[src/hafr_pkg.sv]
package hafr_pkg;

  localparam logic [7:0]  FLAG_BYTE    = 8'h7E;
  localparam logic [7:0]  ESC_BYTE     = 8'h7D;
  localparam logic [7:0]  ESC_XOR      = 8'h20;
  localparam logic [15:0] CHECK_INIT   = 16'hFFFF;
  localparam logic [15:0] CHECK_GOOD   = 16'hF0B8;
  localparam logic [15:0] CHECK_POLY   = 16'h8408;
  localparam int          HEADER_BYTES = 6;
  localparam logic [11:0] LEN_MAX      = 12'hFFF;

  // configuration register indexes
  localparam logic CFG_ADDRESS = 1'b0;
  localparam logic CFG_CONTROL = 1'b1;

  typedef enum logic {
    KIND_PAYLOAD = 1'b0,
    KIND_END     = 1'b1
  } kind_t;

  typedef enum logic [2:0] {
    ST_GOOD       = 3'd0,
    ST_BAD_CHECK  = 3'd1,
    ST_TOO_SHORT  = 3'd2,
    ST_BAD_HEADER = 3'd3,
    ST_OVERFLOW   = 3'd4
  } frame_status_t;

  typedef struct packed {
    logic       valid;
    logic [7:0] rx_byte;
  } item_t;

  typedef struct packed {
    kind_t         kind;
    logic [7:0]    payload_byte;
    logic [15:0]   protocol_id;
    frame_status_t frame_status;
    logic [11:0]   payload_length;
  } result_t;

  // reflected CRC-16 update over one byte, LSB first
  function automatic logic [15:0] check_update(input logic [15:0] crc, input logic [7:0] b);
    logic [15:0] c;
    c = crc ^ {8'h00, b};
    for (int i = 0; i < 8; i++) begin
      if (c[0]) begin
        c = (c >> 1) ^ CHECK_POLY;
      end else begin
        c = c >> 1;
      end
    end
    return c;
  endfunction

endpackage

[src/hafr_in_reg.sv]
module hafr_in_reg (
  input  logic              clk,
  input  logic              rst_n,
  input  logic              in_tvalid,
  output logic              in_tready,
  input  logic [7:0]        in_tdata,
  input  logic              adv,
  output hafr_pkg::item_t   item
);

  logic       valid_r, valid_nxt;
  logic [7:0] byte_r;

  // take a new item whenever the register is empty or the held one is consumed this cycle
  assign in_tready = !valid_r || adv;
  assign valid_nxt = in_tvalid ? 1'b1 : (adv ? 1'b0 : valid_r);

  always_ff @(posedge clk) begin
    if (!rst_n) begin
      valid_r <= 1'b0;
    end else if (in_tready) begin
      valid_r <= valid_nxt;
    end
  end

  always_ff @(posedge clk) begin
    if (in_tvalid && in_tready) begin
      byte_r <= in_tdata;
    end
  end

  assign item.valid   = valid_r;
  assign item.rx_byte = byte_r;

endmodule

[src/hafr_core.sv]
module hafr_core #(
  parameter int MAX_FRAME_BYTES = 4096
) (
  input  logic              clk,
  input  logic              rst_n,
  input  hafr_pkg::item_t   item,
  output logic              adv,
  input  logic              cfg_we,
  input  logic              cfg_addr,
  input  logic [7:0]        cfg_data,
  output logic              res_valid,
  input  logic              res_ready,
  output hafr_pkg::result_t res
);

  localparam int CW = $clog2(MAX_FRAME_BYTES + 1);
  localparam int LW = (CW > 13) ? CW : 13;

  logic [7:0]        exp_addr_r, exp_ctrl_r;
  logic              esc_r, esc_nxt;
  logic [15:0]       crc_r, crc_nxt;
  logic [CW-1:0]     cnt_r, cnt_nxt;
  logic              hdr_ok_r, hdr_ok_nxt;
  logic [15:0]       proto_r, proto_nxt;
  logic [7:0]        dl0_r, dl0_nxt, dl1_r, dl1_nxt;
  logic              out_valid_r, out_valid_nxt;
  hafr_pkg::result_t out_r, out_nxt;

  logic              fire;
  logic              emit;
  logic [7:0]        bx;
  logic [LW-1:0]     cnt_ext;
  logic [LW-1:0]     len_wide;
  logic [11:0]       len;
  hafr_pkg::frame_status_t end_status;

  assign adv  = !out_valid_r || res_ready;
  assign fire = item.valid && adv;

  // payload length for an end result, saturated to the field
  assign cnt_ext  = LW'(cnt_r);
  assign len_wide = cnt_ext - LW'(hafr_pkg::HEADER_BYTES);
  always_comb begin
    if (cnt_ext < LW'(hafr_pkg::HEADER_BYTES)) begin
      len = '0;
    end else if (len_wide > LW'(hafr_pkg::LEN_MAX)) begin
      len = hafr_pkg::LEN_MAX;
    end else begin
      len = len_wide[11:0];
    end
  end

  always_comb begin
    if (crc_r != hafr_pkg::CHECK_GOOD) begin
      end_status = hafr_pkg::ST_BAD_CHECK;
    end else if (cnt_r < CW'(hafr_pkg::HEADER_BYTES)) begin
      end_status = hafr_pkg::ST_TOO_SHORT;
    end else if (!hdr_ok_r) begin
      end_status = hafr_pkg::ST_BAD_HEADER;
    end else begin
      end_status = hafr_pkg::ST_GOOD;
    end
  end

  always_comb begin
    esc_nxt    = esc_r;
    crc_nxt    = crc_r;
    cnt_nxt    = cnt_r;
    hdr_ok_nxt = hdr_ok_r;
    proto_nxt  = proto_r;
    dl0_nxt    = dl0_r;
    dl1_nxt    = dl1_r;
    emit       = 1'b0;
    bx         = item.rx_byte ^ (esc_r ? hafr_pkg::ESC_XOR : 8'h00);
    out_nxt.kind           = hafr_pkg::KIND_END;
    out_nxt.payload_byte   = '0;
    out_nxt.protocol_id    = proto_r;
    out_nxt.frame_status   = end_status;
    out_nxt.payload_length = len;

    if (item.rx_byte == hafr_pkg::FLAG_BYTE) begin
      esc_nxt = 1'b0;
      emit    = (cnt_r != '0);
    end else if (item.rx_byte == hafr_pkg::ESC_BYTE) begin
      esc_nxt = 1'b1;
    end else if (cnt_r == CW'(MAX_FRAME_BYTES)) begin
      // drop the byte and close the frame as overflowed
      esc_nxt              = 1'b0;
      emit                 = 1'b1;
      out_nxt.frame_status = hafr_pkg::ST_OVERFLOW;
    end else begin
      esc_nxt = 1'b0;
      crc_nxt = hafr_pkg::check_update(crc_r, bx);
      if (cnt_r == CW'(0)) begin
        hdr_ok_nxt = (bx == exp_addr_r);
      end else if (cnt_r == CW'(1)) begin
        hdr_ok_nxt = hdr_ok_r && (bx == exp_ctrl_r);
      end else if (cnt_r == CW'(2)) begin
        proto_nxt = {bx, 8'h00};
      end else if (cnt_r == CW'(3)) begin
        proto_nxt = {proto_r[15:8], bx};
      end
      if (cnt_r >= CW'(hafr_pkg::HEADER_BYTES)) begin
        emit                   = 1'b1;
        out_nxt.kind           = hafr_pkg::KIND_PAYLOAD;
        out_nxt.payload_byte   = dl0_r;
        out_nxt.protocol_id    = '0;
        out_nxt.frame_status   = hafr_pkg::ST_GOOD;
        out_nxt.payload_length = '0;
      end
      dl0_nxt = dl1_r;
      dl1_nxt = bx;
      cnt_nxt = cnt_r + CW'(1);
    end

    // restart the frame on a flag or an overflow
    if (item.rx_byte == hafr_pkg::FLAG_BYTE ||
        (item.rx_byte != hafr_pkg::ESC_BYTE && cnt_r == CW'(MAX_FRAME_BYTES))) begin
      crc_nxt    = hafr_pkg::CHECK_INIT;
      cnt_nxt    = '0;
      hdr_ok_nxt = 1'b0;
      proto_nxt  = '0;
      dl0_nxt    = '0;
      dl1_nxt    = '0;
    end
  end

  assign out_valid_nxt = fire ? emit : (res_ready ? 1'b0 : out_valid_r);

  always_ff @(posedge clk) begin
    if (!rst_n) begin
      exp_addr_r  <= 8'hFF;
      exp_ctrl_r  <= 8'h03;
      esc_r       <= 1'b0;
      crc_r       <= hafr_pkg::CHECK_INIT;
      cnt_r       <= '0;
      hdr_ok_r    <= 1'b0;
      proto_r     <= '0;
      dl0_r       <= '0;
      dl1_r       <= '0;
      out_valid_r <= 1'b0;
    end else begin
      if (cfg_we) begin
        case (cfg_addr)
          hafr_pkg::CFG_ADDRESS: exp_addr_r <= cfg_data;
          hafr_pkg::CFG_CONTROL: exp_ctrl_r <= cfg_data;
          default: ;
        endcase
      end
      if (fire) begin
        esc_r    <= esc_nxt;
        crc_r    <= crc_nxt;
        cnt_r    <= cnt_nxt;
        hdr_ok_r <= hdr_ok_nxt;
        proto_r  <= proto_nxt;
        dl0_r    <= dl0_nxt;
        dl1_r    <= dl1_nxt;
      end
      out_valid_r <= out_valid_nxt;
    end
  end

  always_ff @(posedge clk) begin
    if (fire && emit) begin
      out_r <= out_nxt;
    end
  end

  assign res_valid = out_valid_r;
  assign res       = out_r;

  a_cnt_bound: assert property (@(posedge clk) disable iff (!rst_n)
    cnt_r <= CW'(MAX_FRAME_BYTES))
    else $error("frame byte count beyond maximum");

  a_flag_restart: assert property (@(posedge clk) disable iff (!rst_n)
    fire && item.rx_byte == hafr_pkg::FLAG_BYTE |=> cnt_r == '0 && !esc_r &&
    crc_r == hafr_pkg::CHECK_INIT)
    else $error("flag did not restart the frame");

  a_esc_pending: assert property (@(posedge clk) disable iff (!rst_n)
    fire && item.rx_byte == hafr_pkg::ESC_BYTE |=> esc_r && $stable(cnt_r))
    else $error("escape did not set pending state");

  a_payload_clean: assert property (@(posedge clk) disable iff (!rst_n)
    out_valid_r && out_r.kind == hafr_pkg::KIND_PAYLOAD |->
    out_r.frame_status == hafr_pkg::ST_GOOD && out_r.payload_length == '0)
    else $error("payload result carries end fields");

  a_no_overwrite: assert property (@(posedge clk) disable iff (!rst_n)
    out_valid_r && !res_ready |=> $stable(out_r) && out_valid_r)
    else $error("pending result overwritten");

endmodule

[src/hdlc_async_frame_receiver.sv]
// HDLC-style asynchronous frame receiver (PPP octet deframer, FCS-16 check).
// Input stream: one raw line byte per item on in_tdata. Flag bytes close a
// frame, escape bytes unescape the next byte; the reflected CRC-16 runs over
// the unescaped bytes.
// Output stream: out_tuser is the kind (0 payload byte, 1 end of frame);
// out_tdata carries payload byte, protocol id, status and payload length.
// Payload bytes lag the line by two data bytes so the check bytes are never
// sent; an end item follows a closing flag of a non-empty frame, or an
// overflowing byte.
// Configuration: cfg_we writes cfg_data to register cfg_addr (0 expected
// address, 1 expected control) at any edge; write only while idle.
// Path: an accepted input item passes through the input register, then the
// deframer logic into the result register, which drives out_tvalid.
// Throughput: one item per cycle while no result is held back by out_tready;
// the CRC and escape update is combinational between the two registers.
// Reset (rst_n low, synchronous) clears both stages and the frame state and
// loads the expected address 0xFF and control 0x03.
// When out_tready is low, a pending result holds, one more input item is
// taken into the input register, and then in_tready drops.
module hdlc_async_frame_receiver #(
  parameter int MAX_FRAME_BYTES = 4096
) (
  input  logic        clk,
  input  logic        rst_n,
  input  logic        in_tvalid,
  output logic        in_tready,
  input  logic [7:0]  in_tdata,   // [7:0] rx_byte
  output logic        out_tvalid,
  input  logic        out_tready,
  output logic [39:0] out_tdata,  // [7:0] payload_byte, [23:8] protocol_id,
                                  // [26:24] frame_status, [38:27] payload_length
  output logic        out_tuser,  // [0] kind
  input  logic        cfg_we,
  input  logic        cfg_addr,
  input  logic [7:0]  cfg_data
);

  hafr_pkg::item_t   item;
  hafr_pkg::result_t res;
  logic              adv;

  hafr_in_reg u_in_reg (
    .clk       (clk),
    .rst_n     (rst_n),
    .in_tvalid (in_tvalid),
    .in_tready (in_tready),
    .in_tdata  (in_tdata),
    .adv       (adv),
    .item      (item)
  );

  hafr_core #(
    .MAX_FRAME_BYTES (MAX_FRAME_BYTES)
  ) u_core (
    .clk       (clk),
    .rst_n     (rst_n),
    .item      (item),
    .adv       (adv),
    .cfg_we    (cfg_we),
    .cfg_addr  (cfg_addr),
    .cfg_data  (cfg_data),
    .res_valid (out_tvalid),
    .res_ready (out_tready),
    .res       (res)
  );

  assign out_tdata = {1'b0, res.payload_length, res.frame_status, res.protocol_id,
                      res.payload_byte};
  assign out_tuser = res.kind;

endmodule

[config.mk]
export PLATFORM = sky130hd
export DESIGN_NAME = hdlc_async_frame_receiver
export DESIGN_NICKNAME = d
export VERILOG_FILES = /design/src/hafr_pkg.sv /design/src/hafr_in_reg.sv /design/src/hafr_core.sv /design/src/hdlc_async_frame_receiver.sv
export SDC_FILE = /design/constraint.sdc
export NUM_CORES = 1
export LEC_CHECK = 0
export BUFFER_PORTS_ARGS = -buffer_cell sky130_fd_sc_hd__buf_2
export CAP_MARGIN = 20
export CORE_MARGIN = 4
export CORE_UTILIZATION = 25
export DETAILED_ROUTE_END_ITERATION = 8
export HOLD_SLACK_MARGIN = 0.12
export PLACE_DENSITY = 0.45
export SLEW_MARGIN = 0
export SYNTH_ARGS = -nofsm -noshare
export SYNTH_HDL_FRONTEND = slang
export SYNTH_SLANG_ARGS = --single-unit
[constraint.sdc]
create_clock -name clk -period 4.75 [get_ports clk]
set_input_delay 0 -clock clk [delete_from_list [all_inputs] [get_ports clk]]
set_output_delay 0 -clock clk [all_outputs]
set_load 0.01 [all_outputs]
==> metrics.md <==
| Metric | Value |
|---|---|
| Status | `completed` |
| Fin crit share | `63.3%` |
| H-Tree Depth | `4` |
| Unrepaired setup endpoints after global routing | `false` |
| Initial Utilization | `25.5%` |
| DRC Markers | `0` |
| Ports | `65` |
| Crit path launch type | `flop` |
| Worst skew pair latency | `0.42 ns` |
| Number of flops mapped to enable cells by yosys | `48` |
| Vias in the first global route | `4664` |
| CP arrival | `3.34 ns` |
| Clk root buf | `clkbuf_16` |
| Maxcap violations | `0` |
| Final hold vios | `0` |
| Fraction of the yosys area taken by sequential cells | `50.9%` |
| Final Setup Violations | `0` |
| Vias | `4762` |
| Power, Total | `2.90 mW` |
| DIE AREA | `26600 sq um` |
| Post-route minimum period | `3.00 ns` |
| Biggest cell delay along the critical path | `0.67 ns` |
| Setup Crit Path Kind | `reg2reg` |
| Rel. slew slack | `39.9%` |
| Die Y | `163 um` |
| GPL Wtd Cong | `0.859` |
| Max clock buf depth | `2` |
| First-pass GRT wire length | `24900 um` |
| Post-layout instance area | `7620 sq um` |
| Maximum VDD drop | `0.185 mV` |
| Worst path bufs/invs | `0` |
| Post-synth top cells | `81 x dfxtp_1, 71 x nand2_1, 48 x edfxtp_1, 41 x nor2_1, 35 x xnor2_1` |
| Synth async-reset ratio | `0%` |
| Syn avg cell area | `9.85 sq um` |
| FMAX | `0.333 GHz` |
| Setup TNS | `0 ns` |
| CTS tree | `yes` |
| Tot GR Track Use | `11.9%` |
| Netlist cell types | `62` |
| Reg clk slew, reported paths | `0.06 ns` |
| Fin Hold WS | `0.280 ns` |
| Syn Nets | `639` |
| Worst path top cell family by delay | `compound AO/OA/AOI/OAI gates` |
| Rows | `56` |
| Worst path required time | `5.08 ns` |
| Yosys Warn Count | `0` |
| Area of the multi-input gates | `2670 sq um` |
| Drt wl/cell | `15.0 um` |
| Hold crit path type | `in2reg` |
| Total core area | `23600 sq um` |
| Clock Sinks | `129` |
| Via-to-Cell Ratio | `4.64` |
| DR iter-0 viols | `274` |
| Yosys top cell by area | `dfxtp_1` |
| # fillers | `2428` |
| TritonCTS buffer count | `17` |
| Crit path max fanout | `18` |
| PortBufs | `63` |
| Synth top area share | `26.9%` |
| Critical Path, Cell by Cell | `nand4b_1, or3_1, o21ai_2, o221ai_2, o221ai_1` |
| Die W | `163 um` |
| Most frequent cell after synthesis | `dfxtp_1` |
| P&R area growth vs syn | `26.5%` |
| CP endpoint kind | `flop` |
| Antenna violations before repair | `0` |
| Nets@finish | `723` |
| Gr ovfl total | `0` |
| Post-DP HPWL | `10800 um` |
| Max Clock Skew | `0.0112 ns` |
| Synth Register Bits | `129` |
| Critical Path Slowest Stage Cell | `o21ai_2` |
| Fin. max-slew vios | `0` |
| Mapped cell area | `6020 sq um` |
| FF+latch area | `3060 sq um` |
| Router iterations before antenna repair | `5` |
| Post-Route WL | `15400 um` |
| Layout cell share with drive strength beyond 1 | `16.9%` |
| Leak | `2.91 nW` |
| Main flop type after synthesis | `dfxtp_1` |
| PwrDens | `381 nW/um^2` |
| Largest net degree at the start of global routing | `42` |
| Cell area after placement | `6600 sq um` |
| Worst-Margin Slew | `0.895 ns` |
| ANT cells | `0` |
| Top cells by area, synth | `dfxtp_1 27%, edfxtp_1 24%, xnor2_1 5.1%, nand2_1 4.4%, xor2_1 3.1%` |
| Final ANT Viol Nets | `0` |
| Mapped Cells | `611` |
==> report_power, final <==
part           switching, mW  total [mW]  internal [mW]
sequential            0.0551        1.26           1.21
clock                  0.509        1.36          0.850
combinational          0.149       0.285          0.136
total                  0.713        2.90           2.19
==> kinds of logic after synthesis <==
family	after synthesis	synth area share [%]
flip-flops	129	50.9
XOR/XNOR	57	8.52
AND/OR/NAND/NOR	241	21.6
adder cells (fa/ha/maj)	6	1.25
AO/OA/AOI/OAI	103	12.4
buffers and inverters	74	5.32
other	1	0.0623
==> layout by cell type (no fill, tap or decap), types with 5 or more instances in the layout <==
cell type / count
a21boi_0: 8
a21oi_1: 20
a22oi_1: 16
and2_1: 11
buf_2: 63
buf_4: 7
clkbuf_16: 17
dfxtp_1: 81
dlygate4sd3_1: 39
edfxtp_1: 48
ha_1: 6
inv_1: 30
nand2_1: 71
nand3_1: 23
nand4_1: 22
nor2_1: 41
nor2b_1: 22
nor3_1: 7
nor4_1: 7
o211ai_1: 11
o21ai_0: 9
o221ai_1: 16
or3_1: 5
xnor2_1: 35
xor2_1: 21
==> what timing repair did <==
| action | in CTS | in global routing |
|---|---|---|
| resized for setup | 0 | 0 |
| hold buffers | 39 | 0 |
| buffers inserted | 0 | 0 |
| endpoints found under the hold margin | 38 | 0 |
==> through the flow <==
stage                     setup WS [ns]  std cells  utilization (%)
after floorplan                  0.0556        611                -
after global placement             1.82        955             28.0
after detailed placement           1.76        955             28.0
after CTS                          1.73       1026             32.2
after global routing               1.52       1027             32.3
final                              1.75       1027             32.3
==> final cells by class <==
cell class,count,area share [%]
Sequential cell,129,40.2
Inverter,30,1.48
Multi-Input combinational cell,408,35.0
Timing Repair Buffer,109,9.96
Tap cell,319,5.24
Clock inverter,13,2.28
Clock buffer,19,5.82
==> routing by layer <==
metal  global-route usage, %  wire length (um)  share of wire [%]  vias up
met1                    15.6              7140                 46     2287
li1                        -                 -                  -     2336
met3                    2.62               657                4.3       17
met5                       0                 0                  0        -
met2                    19.0              7310                 47      122
met4                    4.84               314                2.0        0
==> path summary, 6_finish.rpt <==
| kind | startpoint | to | slack (ns) | cells after the start |
|---|---|---|---|---|
| max | u_in_reg.byte_r[7] | u_core.proto_r[8] | 1.75 | 5 |
| min | in_tdata[6] | u_in_reg.byte_r[6] | 0.28 | 2 |
| max reg2reg | u_in_reg.byte_r[7] | u_core.proto_r[8] | 1.75 | 5 |
| min reg2reg | u_core.dl1_r[5] | u_core.dl1_r[5] | 0.47 | 2 |
==> sequential cells by signal, summed over array words and instances (netlist names) <==
signal / flops
u_core.dl1_r: 8
u_core.proto_r: 16
u_core.cnt_ext: 13
u_core.hdr_ok_r: 1
u_core.esc_r: 1
u_core.exp_addr_r: 8
u_core.res: 40
u_core.dl0_r: 8
u_core.exp_ctrl_r: 8
u_in_reg.byte_r: 8
u_in_reg.valid_r: 1
u_core.res_valid: 1
u_core.crc_r: 16
==> worst register-to-register path, stage by stage (launching register included) <==
cell      delay [ns]
edfxtp_1        0.58
nand4b_1        0.38
or3_1           0.43
o21ai_2         0.67
o221ai_2        0.52
o221ai_1        0.33
Note: power is estimated with default switching activity, not from simulation.
